## config.mk

```make
export PLATFORM = sky130hd
export DESIGN_NAME = one_shot_modifier_pair
export DESIGN_NICKNAME = d
export VERILOG_FILES = /design/src/oms_pkg.sv /design/src/one_shot_modifier_pair.sv
export SDC_FILE = /design/constraint.sdc
export NUM_CORES = 1
export LEC_CHECK = 0
export BUFFER_PORTS_ARGS = -buffer_cell sky130_fd_sc_hd__clkbuf_2
export CAP_MARGIN = 20
export CORE_MARGIN = 2
export CORE_UTILIZATION = 30
export CTS_CLUSTER_DIAMETER = 150
export DETAILED_ROUTE_END_ITERATION = 8
export GPL_TIMING_DRIVEN = 1
export PLACE_DENSITY_LB_ADDON = 0.12
export SKIP_LAST_GASP = 1
export SLEW_MARGIN = 20
export SYNTH_ARGS = -nofsm -noshare
export SYNTH_HDL_FRONTEND = slang
export SYNTH_SLANG_ARGS = --single-unit
```

## constraint.sdc

```tcl
create_clock -name clk -period 10.4 [get_ports clk]
set_input_delay 2.08 -clock clk [delete_from_list [all_inputs] [get_ports clk]]
set_output_delay 2.08 -clock clk [all_outputs]
set_load 0.01 [all_outputs]
```

## src/oms_pkg.sv

```systemverilog
// Shared types and constants of the one-shot modifier pair.
package oms_pkg;

	typedef struct packed {
		logic [1:0]  op;
		logic        pressed;
		logic [15:0] now_ms;
	} evt_t;

	typedef struct packed {
		logic [7:0] modifier_code;
		logic       action;
		logic       last;
	} res_t;

	localparam logic [1:0] OP_FIRST_KEY  = 2'd0;
	localparam logic [1:0] OP_SECOND_KEY = 2'd1;
	localparam logic [1:0] OP_LAYER_KEY  = 2'd2;
	localparam logic [1:0] OP_OTHER_KEY  = 2'd3;

	localparam logic [2:0] MODE_DISABLED           = 3'd0;
	localparam logic [2:0] MODE_TRIGGER            = 3'd1;
	localparam logic [2:0] MODE_HOLDING            = 3'd2;
	localparam logic [2:0] MODE_RELEASE_AFTER_HOLD = 3'd3;
	localparam logic [2:0] MODE_RELEASE            = 3'd4;

	localparam logic ACT_REGISTER   = 1'b0;
	localparam logic ACT_UNREGISTER = 1'b1;

	localparam logic [1:0] REG_TIMEOUT     = 2'd0;
	localparam logic [1:0] REG_FIRST_CODE  = 2'd1;
	localparam logic [1:0] REG_SECOND_CODE = 2'd2;

	localparam logic [15:0] TIMEOUT_RESET     = 16'd1500;
	localparam logic [7:0]  FIRST_CODE_RESET  = 8'd225;
	localparam logic [7:0]  SECOND_CODE_RESET = 8'd224;

	typedef struct packed {
		logic [2:0]  mode;
		logic [15:0] start;
		logic        emit;
		logic        action;
	} step_t;

endpackage

```

## src/one_shot_modifier_pair.sv

```systemverilog
// Top level: two one-shot modifier machines with an input register and result queue.
// Each event waits in the input register, then its results enter the result queue.
// Throughput: one event per cycle while events give at most one result and no result
// stall is held; otherwise the two-entry queue can fill and stall events.
// Reset: both machines disabled with no timer, registers at their reset values,
// input register and result queue empty.
module one_shot_modifier_pair (
	input  logic                 clk,
	input  logic                 arst_n,
	input  logic                 evt_valid,
	output logic                 evt_stall,
	input  oms_pkg::evt_t        evt,
	output logic                 res_valid,
	input  logic                 res_stall,
	output oms_pkg::res_t        res,
	input  logic                 cfg_valid,
	output logic                 cfg_ready,
	input  logic [1:0]           cfg_index,
	input  logic [15:0]          cfg_data
);
	import oms_pkg::*;

	logic [15:0] timeout_q;
	logic [7:0]  first_code_q;
	logic [7:0]  second_code_q;
	logic [2:0]  first_mode_q;
	logic [15:0] first_start_q;
	logic [2:0]  second_mode_q;
	logic [15:0] second_start_q;

	logic        valid_s1;
	evt_t        evt_s1;

	res_t        fifo_q [0:1];
	logic        wr_ptr_q;
	logic        rd_ptr_q;
	logic [1:0]  count_q;

	step_t       first_own;
	step_t       second_own;
	step_t       first_oth;
	step_t       second_oth;
	step_t       first_nxt;
	step_t       second_nxt;
	res_t        res0;
	res_t        res1;
	logic [1:0]  n_res;
	logic        pop;
	logic [2:0]  count_after;
	logic        fits;
	logic        adv;
	logic        take;

	function automatic step_t own_key(input logic [2:0] mode, input logic [15:0] start,
			input logic pressed, input logic [15:0] now);
		step_t s;
		s.mode   = mode;
		s.start  = start;
		s.emit   = 1'b0;
		s.action = ACT_REGISTER;
		if (!pressed) begin
			if (mode == MODE_HOLDING) begin
				s.mode = MODE_TRIGGER;
			end else if (mode == MODE_RELEASE_AFTER_HOLD) begin
				s.mode   = MODE_DISABLED;
				s.emit   = 1'b1;
				s.action = ACT_UNREGISTER;
			end
		end else if (mode != MODE_DISABLED) begin
			s.mode  = MODE_DISABLED;
			s.start = 16'd0;
		end else begin
			s.mode  = MODE_HOLDING;
			s.start = now;
		end
		return s;
	endfunction

	function automatic step_t other_key(input logic [2:0] mode, input logic [15:0] start,
			input logic [15:0] now, input logic [15:0] timeout);
		step_t       s;
		logic [15:0] elapsed;
		s.mode   = mode;
		s.start  = start;
		s.emit   = 1'b0;
		s.action = ACT_REGISTER;
		elapsed  = now - start;
		if (mode == MODE_HOLDING) begin
			s.start = 16'd0;
			s.mode  = MODE_RELEASE_AFTER_HOLD;
			s.emit  = 1'b1;
		end else if (mode == MODE_TRIGGER) begin
			if (start != 16'd0 && elapsed > timeout) begin
				s.start = 16'd0;
				s.mode  = MODE_DISABLED;
			end else begin
				s.mode = MODE_RELEASE;
				s.emit = 1'b1;
			end
		end else if (mode == MODE_RELEASE) begin
			s.mode   = MODE_DISABLED;
			s.emit   = 1'b1;
			s.action = ACT_UNREGISTER;
		end
		return s;
	endfunction

	always_comb begin
		first_own  = own_key(first_mode_q, first_start_q, evt_s1.pressed, evt_s1.now_ms);
		second_own = own_key(second_mode_q, second_start_q, evt_s1.pressed, evt_s1.now_ms);
		first_oth  = other_key(first_mode_q, first_start_q, evt_s1.now_ms, timeout_q);
		second_oth = other_key(second_mode_q, second_start_q, evt_s1.now_ms, timeout_q);
		first_nxt  = '{mode: first_mode_q, start: first_start_q, emit: 1'b0,
			action: ACT_REGISTER};
		second_nxt = '{mode: second_mode_q, start: second_start_q, emit: 1'b0,
			action: ACT_REGISTER};
		unique case (evt_s1.op)
			OP_FIRST_KEY:  first_nxt = first_own;
			OP_SECOND_KEY: second_nxt = second_own;
			OP_LAYER_KEY:  ;
			OP_OTHER_KEY: begin
				first_nxt  = first_oth;
				second_nxt = second_oth;
			end
			default: ;
		endcase
	end

	always_comb begin
		n_res = {1'b0, first_nxt.emit} + {1'b0, second_nxt.emit};
		res1  = '{modifier_code: second_code_q, action: second_nxt.action, last: 1'b1};
		if (first_nxt.emit) begin
			res0 = '{modifier_code: first_code_q, action: first_nxt.action,
				last: !second_nxt.emit};
		end else begin
			res0 = res1;
		end
	end

	assign pop         = res_valid && !res_stall;
	assign count_after = {1'b0, count_q} - {2'b0, pop} + {1'b0, n_res};
	assign fits        = count_after <= 3'd2;
	assign adv         = valid_s1 && fits;
	assign take        = evt_valid && !evt_stall;
	assign evt_stall   = valid_s1 && !fits;
	assign cfg_ready   = 1'b1;
	assign res_valid   = count_q != 2'd0;
	assign res         = fifo_q[rd_ptr_q];

	always_ff @(posedge clk or negedge arst_n) begin
		if (!arst_n) begin
			timeout_q     <= TIMEOUT_RESET;
			first_code_q  <= FIRST_CODE_RESET;
			second_code_q <= SECOND_CODE_RESET;
		end else if (cfg_valid && cfg_ready) begin
			unique case (cfg_index)
				REG_TIMEOUT:     timeout_q <= cfg_data;
				REG_FIRST_CODE:  first_code_q <= cfg_data[7:0];
				REG_SECOND_CODE: second_code_q <= cfg_data[7:0];
				default: ;
			endcase
		end
	end

	always_ff @(posedge clk or negedge arst_n) begin
		if (!arst_n) begin
			first_mode_q   <= MODE_DISABLED;
			first_start_q  <= 16'd0;
			second_mode_q  <= MODE_DISABLED;
			second_start_q <= 16'd0;
		end else if (adv) begin
			first_mode_q   <= first_nxt.mode;
			first_start_q  <= first_nxt.start;
			second_mode_q  <= second_nxt.mode;
			second_start_q <= second_nxt.start;
		end
	end

	always_ff @(posedge clk or negedge arst_n) begin
		if (!arst_n) begin
			valid_s1 <= 1'b0;
		end else if (take) begin
			valid_s1 <= 1'b1;
		end else if (adv) begin
			valid_s1 <= 1'b0;
		end
	end

	always_ff @(posedge clk) begin
		if (take) begin
			evt_s1 <= evt;
		end
	end

	always_ff @(posedge clk) begin
		if (adv && n_res != 2'd0) begin
			fifo_q[wr_ptr_q] <= res0;
			if (n_res == 2'd2) begin
				fifo_q[!wr_ptr_q] <= res1;
			end
		end
	end

	always_ff @(posedge clk or negedge arst_n) begin
		if (!arst_n) begin
			wr_ptr_q <= 1'b0;
			rd_ptr_q <= 1'b0;
			count_q  <= 2'd0;
		end else begin
			if (adv) begin
				wr_ptr_q <= wr_ptr_q ^ n_res[0];
				count_q  <= count_after[1:0];
			end else begin
				count_q  <= count_q - {1'b0, pop};
			end
			if (pop) begin
				rd_ptr_q <= !rd_ptr_q;
			end
		end
	end

endmodule

```

Yosys cells after proc, flatten, opt, wreduce, memory -nomap -nowiden
Memory sizes are Yosys's and may differ from the RTL's.
Index checks and enable logic that the tools add are counted.
{"block": "totals", "reg_bits": 94, "ram_bits": 20, "in_bits": 42, "out_inout_bits": 13, "elab_cells": 128, "n_memories": 1}
{"block": "classes", "n_addsub": 6, "magnitude_cmp": 3, "n_eq_ne": 23, "n_mux": 49, "bitwise_logic": 1, "reduce_logical": 31}
{"name": "fifo_q", "depth": 2, "word_bits": 10, "rd": 1, "rd_clocked_by_memory_dff": 0, "write_ports": 2, "line": "one_shot_modifier_pair.sv:34", "text": "res_t fifo_q [0:1];"}
{"op": "$mux W16", "n": 6}
{"op": "$pmux W21 S2", "n": 2}
{"op": "$mux W20", "n": 2}
{"op": "$mux W18", "n": 2}
{"op": "$mux W3", "n": 12}
{"op": "$gt A16 B16 Y1", "n": 2}
{"op": "$reduce_bool A16 Y1", "n": 2}
{"op": "$sub A16 B16 Y16", "n": 2}
{"op": "$mux W2", "n": 9}
{"op": "$ne A4 B4 Y1 const B", "n": 4}
{"op": "$mux W1", "n": 15}
{"op": "$eq A3 B2 Y1 const B", "n": 4}
{"op": "$ne A3 B3 Y1 const B", "n": 4}
{"op": "$mux W10", "n": 1}
{"op": "$reduce_and A5 Y1", "n": 2}
{"op": "$reduce_bool A2 Y1", "n": 5}
{"op": "$reduce_and A4 Y1", "n": 2}
{"op": "$logic_and A1 B1 Y1", "n": 7}
{"op": "$eq A2 B2 Y1 const B", "n": 3}
{"op": "$eq A3 B1 Y1 const B", "n": 2}
{"op": "$eq A3 B3 Y1 const B", "n": 2}
{"op": "$logic_not A1 Y1", "n": 6}
{"op": "$reduce_and A2 Y1", "n": 3}
{"op": "$reduce_bool A3 Y1", "n": 2}
{"op": "9 further kinds", "n": 12}

Depth between registers and ports, before layout
{"block": "logic_depth", "depth_word": 15, "ltp_mapped": 32, "depth_no_buf": 31}

Worst setup path after synthesis
OpenSTA, ideal clock, no wires.
{"block": "synth_path", "path_kind": "register to output", "startpoint": "reg second_start_q[1]", "endpoint": "out evt_stall", "arrival_time_ps": 4946, "required_ps": 8320, "slack_ps": 3374, "path_stages_with_launch": 28, "path_buffers": 0, "cell_sequence": "dfrtp_1 inv_1 ha_1 nor2b_1 o2111a_1 a2111oi_2 a21oi_1 a21o_1 a21oi_1 xnor2_1 ha_1 and4_1 a31oi_1 o21ai_0 a221oi_1 o21a_1 a21oi_1 inv_1 ha_1 inv_1 ha_1 inv_1 ha_1 inv_1 fa_1 o21ai_0 nand2_1 inv_1"}
{"block": "synth_between", "elab_chain_len": 12, "word_cells_on_any_way": 13, "cone_classes": "add/sub (3); order compare (2); mux (4); reduce/logical (4)"}
{"item": "start, declared", "line": "one_shot_modifier_pair.sv:29", "text": "logic [15:0] second_start_q;"}
{"item": "start signal, assigned", "line": "one_shot_modifier_pair.sv:175", "text": "second_start_q <= second_nxt.start;"}
{"item": "$sub A16 B16 Y16", "line": "one_shot_modifier_pair.sv:87", "text": "elapsed = now - start;"}
{"item": "$gt A16 B16 Y1", "line": "one_shot_modifier_pair.sv:93", "text": "if (start != 16'd0 && elapsed > timeout) begin"}
{"item": "$logic_and A1 B1 Y1 (*)", "line": "one_shot_modifier_pair.sv:93"}
{"item": "$mux W1 (*)", "line": "one_shot_modifier_pair.sv:93"}
{"item": "$mux W1 (*)", "line": "one_shot_modifier_pair.sv:92", "text": "end else if (mode == MODE_TRIGGER) begin"}
{"item": "$mux W20 (*)", "line": "one_shot_modifier_pair.sv:88", "text": "if (mode == MODE_HOLDING) begin"}
{"item": "$pmux W21 S2 (*)", "line": "one_shot_modifier_pair.sv:117", "text": "unique case (evt_s1.op)"}
{"item": "$add A1 B1 Y2 (*)", "line": "one_shot_modifier_pair.sv:130", "text": "n_res = {1'b0, first_nxt.emit} + {1'b0, second_nxt.emit};"}
{"item": "$add A3 B2 Y3 (*)", "line": "one_shot_modifier_pair.sv:141", "text": "assign count_after = {1'b0, count_q} - {2'b0, pop} + {1'b0, n_res};"}
{"item": "$le A3 B2 Y1 (*)", "line": "one_shot_modifier_pair.sv:142", "text": "assign fits = count_after <= 3'd2;"}
{"item": "$logic_not A1 Y1 (*)", "line": "one_shot_modifier_pair.sv:145", "text": "assign evt_stall = valid_s1 && !fits;"}
{"item": "$logic_and A1 B1 Y1 (*)", "line": "one_shot_modifier_pair.sv:145"}
{"item": "end, declared", "line": "one_shot_modifier_pair.sv:11", "text": "output logic evt_stall,"}
Mark *: on every way between the ends. The rest lies on a longest branch, timed or not.

Worst setup path after layout
{"block": "layout_path", "startpoint": "reg evt_s1[1] (netlist name)", "endpoint": "out evt_stall"}
{"block": "layout_between", "elab_chain_len": 12, "word_cells_on_any_way": 19, "cone_classes": "add/sub (4); order compare (3); mux (8); reduce/logical (4)"}
{"item": "start, declared", "line": "one_shot_modifier_pair.sv:32", "text": "evt_t evt_s1;"}
{"item": "start signal, assigned", "line": "one_shot_modifier_pair.sv:191", "text": "evt_s1 <= evt;"}
{"item": "$sub A16 B16 Y16", "line": "one_shot_modifier_pair.sv:87"}
{"item": "$gt A16 B16 Y1", "line": "one_shot_modifier_pair.sv:93"}
{"item": "$logic_and A1 B1 Y1", "line": "one_shot_modifier_pair.sv:93"}
{"item": "$mux W1", "line": "one_shot_modifier_pair.sv:93"}
{"item": "$mux W1", "line": "one_shot_modifier_pair.sv:92"}
{"item": "$mux W20", "line": "one_shot_modifier_pair.sv:88"}
{"item": "$pmux W21 S2", "line": "one_shot_modifier_pair.sv:117"}
{"item": "$add A1 B1 Y2 (*)", "line": "one_shot_modifier_pair.sv:130"}
{"item": "$add A3 B2 Y3 (*)", "line": "one_shot_modifier_pair.sv:141"}
{"item": "$le A3 B2 Y1 (*)", "line": "one_shot_modifier_pair.sv:142"}
{"item": "$logic_not A1 Y1 (*)", "line": "one_shot_modifier_pair.sv:145"}
{"item": "$logic_and A1 B1 Y1 (*)", "line": "one_shot_modifier_pair.sv:145"}
Marks and branches as above.

==> results.py <==
metrics = {
    "run_status": {
        "status": "finished clean",
    },
    "setup_path": {
        "path_class": "reg -> out",
        "cp_data_required_time_ns": 8.32,
        "cp_max_fo": 5,
        "start_kind": "flip-flop",
        "critPathCaptureType": "output pin",
        "cp.arrival_ns": 6.17,
        "slowest_stage": "a2111oi_2",
        "critPathMaxStageDelay_ns": 0.49,
    },
    "sta": {
        "slew_headroom": 0.334,
        "setup_viol_count_final": 0,
        "tightest_slew_ns": 0.992,
        "period_share": 0.793,
        "hold_violations": 0,
        "tns_ns": 0,
        "rsz0062_at_grt": "false",
        "period_minus_slack_ns": 8.25,
        "fmaxAchievable_ghz": 0.121,
        "drv_slew": 0,
        "fin_skew_ns": 0.0144,
    },
    "drt": {
        "drtIter0Drc": 268,
        "final_antenna_net_count": 0,
        "num_vias": 5247,
        "dr.pass1.iters": 5,
        "routed_wl_mm": 17.8,
        "vias_per_cell": 4.90,
        "wl_per_cell_um": 16.6,
        "drc": 0,
    },
    "grt": {
        "antenna_found_initial": 0,
        "track_usage": 0.151,
        "grt_pass1_vias": 5270,
        "overflow": 0,
        "grt_max_degree": 76,
        "grt_first_pass_wirelength_mm": 28.8,
    },
    "yosys": {
        "ys_warn_count": 0,
        "ys.flop_type": "dfrtp_1",
        "ys_types": 69,
        "ys_top_cells_by_area": "dfrtp_1, edfxtp_1, ha_1",
        "synthTopCellsByCount": "ha_1, inv_1, dfrtp_1",
        "synth_edf_count": 37,
        "syn_area_per_cell_um2": 10.4,
        "synthMostInstantiatedCell": "ha_1",
        "ys_async_sr_fraction": 0.658,
        "synth_top_area_frac": 0.215,
        "synth_nets": 798,
        "synth_cells": 681,
        "syn_area_mm2": 0.00711,
        "seq_area_frac_synth": 0.428,
        "yosys_register_bits": 114,
        "yosys.area.top_type": "dfrtp_1",
    },
    "power_and_ir_drop": {
        "internal_power_w": 0.00166,
        "powerDensity_mw_per_mm2": 351,
        "p_sw_frac": 0.434,
        "combPwrFrac": 0.542,
        "power_switching_w": 0.00128,
        "total_power_w": 0.00294,
        "power.share.sequential": 0.249,
        "cellLeakagePower_nw": 3.56,
        "p_clk_frac": 0.210,
        "vdd_drop_max_v": 0.000125,
    },
    "clocking": {
        "cts_max_path_buffers": 2,
        "clkLatencyLatePin_ns": 0.42,
        "clkTransAtPathRegs_ns": 0.06,
        "post-cts-setup-buffers": 0,
        "cts_made_buffers": 17,
        "hold_buffers": 0,
        "htree_levels": 4,
        "cts_resized": 0,
        "cts_tree": "yes",
        "cts.sinks": 114,
        "cts_root_buffer": "clkbuf_16",
    },
    "placement": {
        "gp_congestion": 0.833,
        "dp.final_hpwl_mm": 13.5,
        "port_buffers": 53,
    },
    "run": {
        "cap_violations": 0,
    },
    "finish": {
        "drive_gt1_frac": 0.196,
        "antenna_cells": 0,
        "final_nets": 855,
        "syn_to_final_growth_pct": 17.7,
    },
    "die": {
        "pin_count": 55,
        "initial_core_util": 0.305,
        "rows": 56,
        "die_h_um": 158,
        "die_x_um": 158,
        "core_area_mm2": 0.0233,
        "die_area_mm2": 0.0249,
    },
    "worst_hold_path": {
        "hold_class": "reg -> reg",
    },
}
==> cell type report <==
cell class	instances	area (µm²)
Clock buffer	18	439
Clock inverter	14	176
Fill cell	2351	15000
Inverter	69	260
Multi-Input combinational cell	478	3740
Sequential cell	114	3050
Tap cell	319	399
Timing Repair Buffer	58	309
==> stage by stage <==
stage           util  hold slack, ns  worst slack, ns  cells  instance area, µm²
2_1_floorplan      -           0.435             3.37    681                7110
3_3_place_gp   0.332           0.453             2.67   1038                7750
3_5_place_dp   0.332           0.468             2.58   1038                7750
4_1_cts        0.358           0.483             2.11   1070                8360
5_1_grt        0.359           0.510             1.69   1070                8370
6_report       0.359           0.476             2.15   1070                8370
==> power groups by stage <==
stage	clock network, W	registers, W	logic [W]
6_report	0.000616	0.000731	0.00159
5_1_grt	0.000655	0.000748	0.00180
4_1_cts	0.000632	0.000731	0.00160
3_5_place_dp	0	0.000739	0.00159
3_3_place_gp	0	0.000735	0.00157
2_1_floorplan	0	0.000669	0.00120
==> critical path: cells and delay by family (launching register included) <==
family | cells | cell delay, ns
flip-flops | 1 | 0.47
AND/OR/NAND/NOR | 3 | 0.48
AO/OA/AOI/OAI | 11 | 2.55
XOR/XNOR | 1 | 0.16
adder cells (fa/ha/maj) | 6 | 1.63
buffers and inverters | 6 | 0.46
==> kinds of logic (layout without fill, tap and decap cells) <==
kind of cell / count (synthesis) / after routing / synth area share
other cells: 1 / 1 / 0.000528
simple gates: 146 / 146 / 0.105
buf+inv: 89 / 159 / 0.0488
xor+xnor: 35 / 35 / 0.0431
mux: 28 / 28 / 0.0442
fa+ha+maj: 75 / 75 / 0.135
compound gates: 193 / 193 / 0.195
flops: 114 / 114 / 0.428
==> metal layers <==
metal  track usage  up-vias  wire length (µm)
li1              -     2598                 -
met1         0.212     2527              8840
met2         0.235      106              8180
met3        0.0244       16               558
met4        0.0494        0               176
met5             0        -                 0
==> cell usage in the layout (no fill, tap or decap), types with 25 or more instances in the layout <==
cell      count
a21oi_1      45
a22o_1       48
clkbuf_2     52
dfrtp_1      61
edfxtp_1     37
ha_1         72
inv_1        68
mux2_2       27
nand2_1      39
nor2_1       34
o21ai_0      34
xnor2_1      25
==> state kept, by name, summed over array words and instances, names as in the netlist <==
register and flops:
first_code_q 8, second_code_q 8, valid_s1 1, first_mode_q 3, count_q 2, evt_s1 19
rd_ptr_q 1, fifo_q 20, second_start_q 16, timeout_q 16, second_mode_q 3, wr_ptr_q 1
first_start_q 16
==> worst paths after layout <==
| check | startpoint | end | slack, ns | depth (start not counted) |
|---|---|---|---|---|
| setup / recovery | evt_s1[1]$_DFFE_PP_ | evt_stall | 2.15 | 27 |
| hold / removal | fifo_q[1][0]$_SDFFE_PP1N_ | fifo_q[1][0]$_SDFFE_PP1N_ | 0.48 | 1 |
| setup reg to reg | evt_s1[1]$_DFFE_PP_ | second_start_q[2]$_DFFE_PN0P_ | 3.42 | 28 |
| hold reg to reg | fifo_q[1][0]$_SDFFE_PP1N_ | fifo_q[1][0]$_SDFFE_PP1N_ | 0.48 | 1 |
| max in group asynchronous | arst_n | timeout_q[11]$_DFFE_PN0P_ | 8.19 | 1 |
| min in group asynchronous | arst_n | first_mode_q[1]$_DFFE_PN0P_ | 1.70 | 1 |
Note: power is estimated with default switching activity, not from simulation.
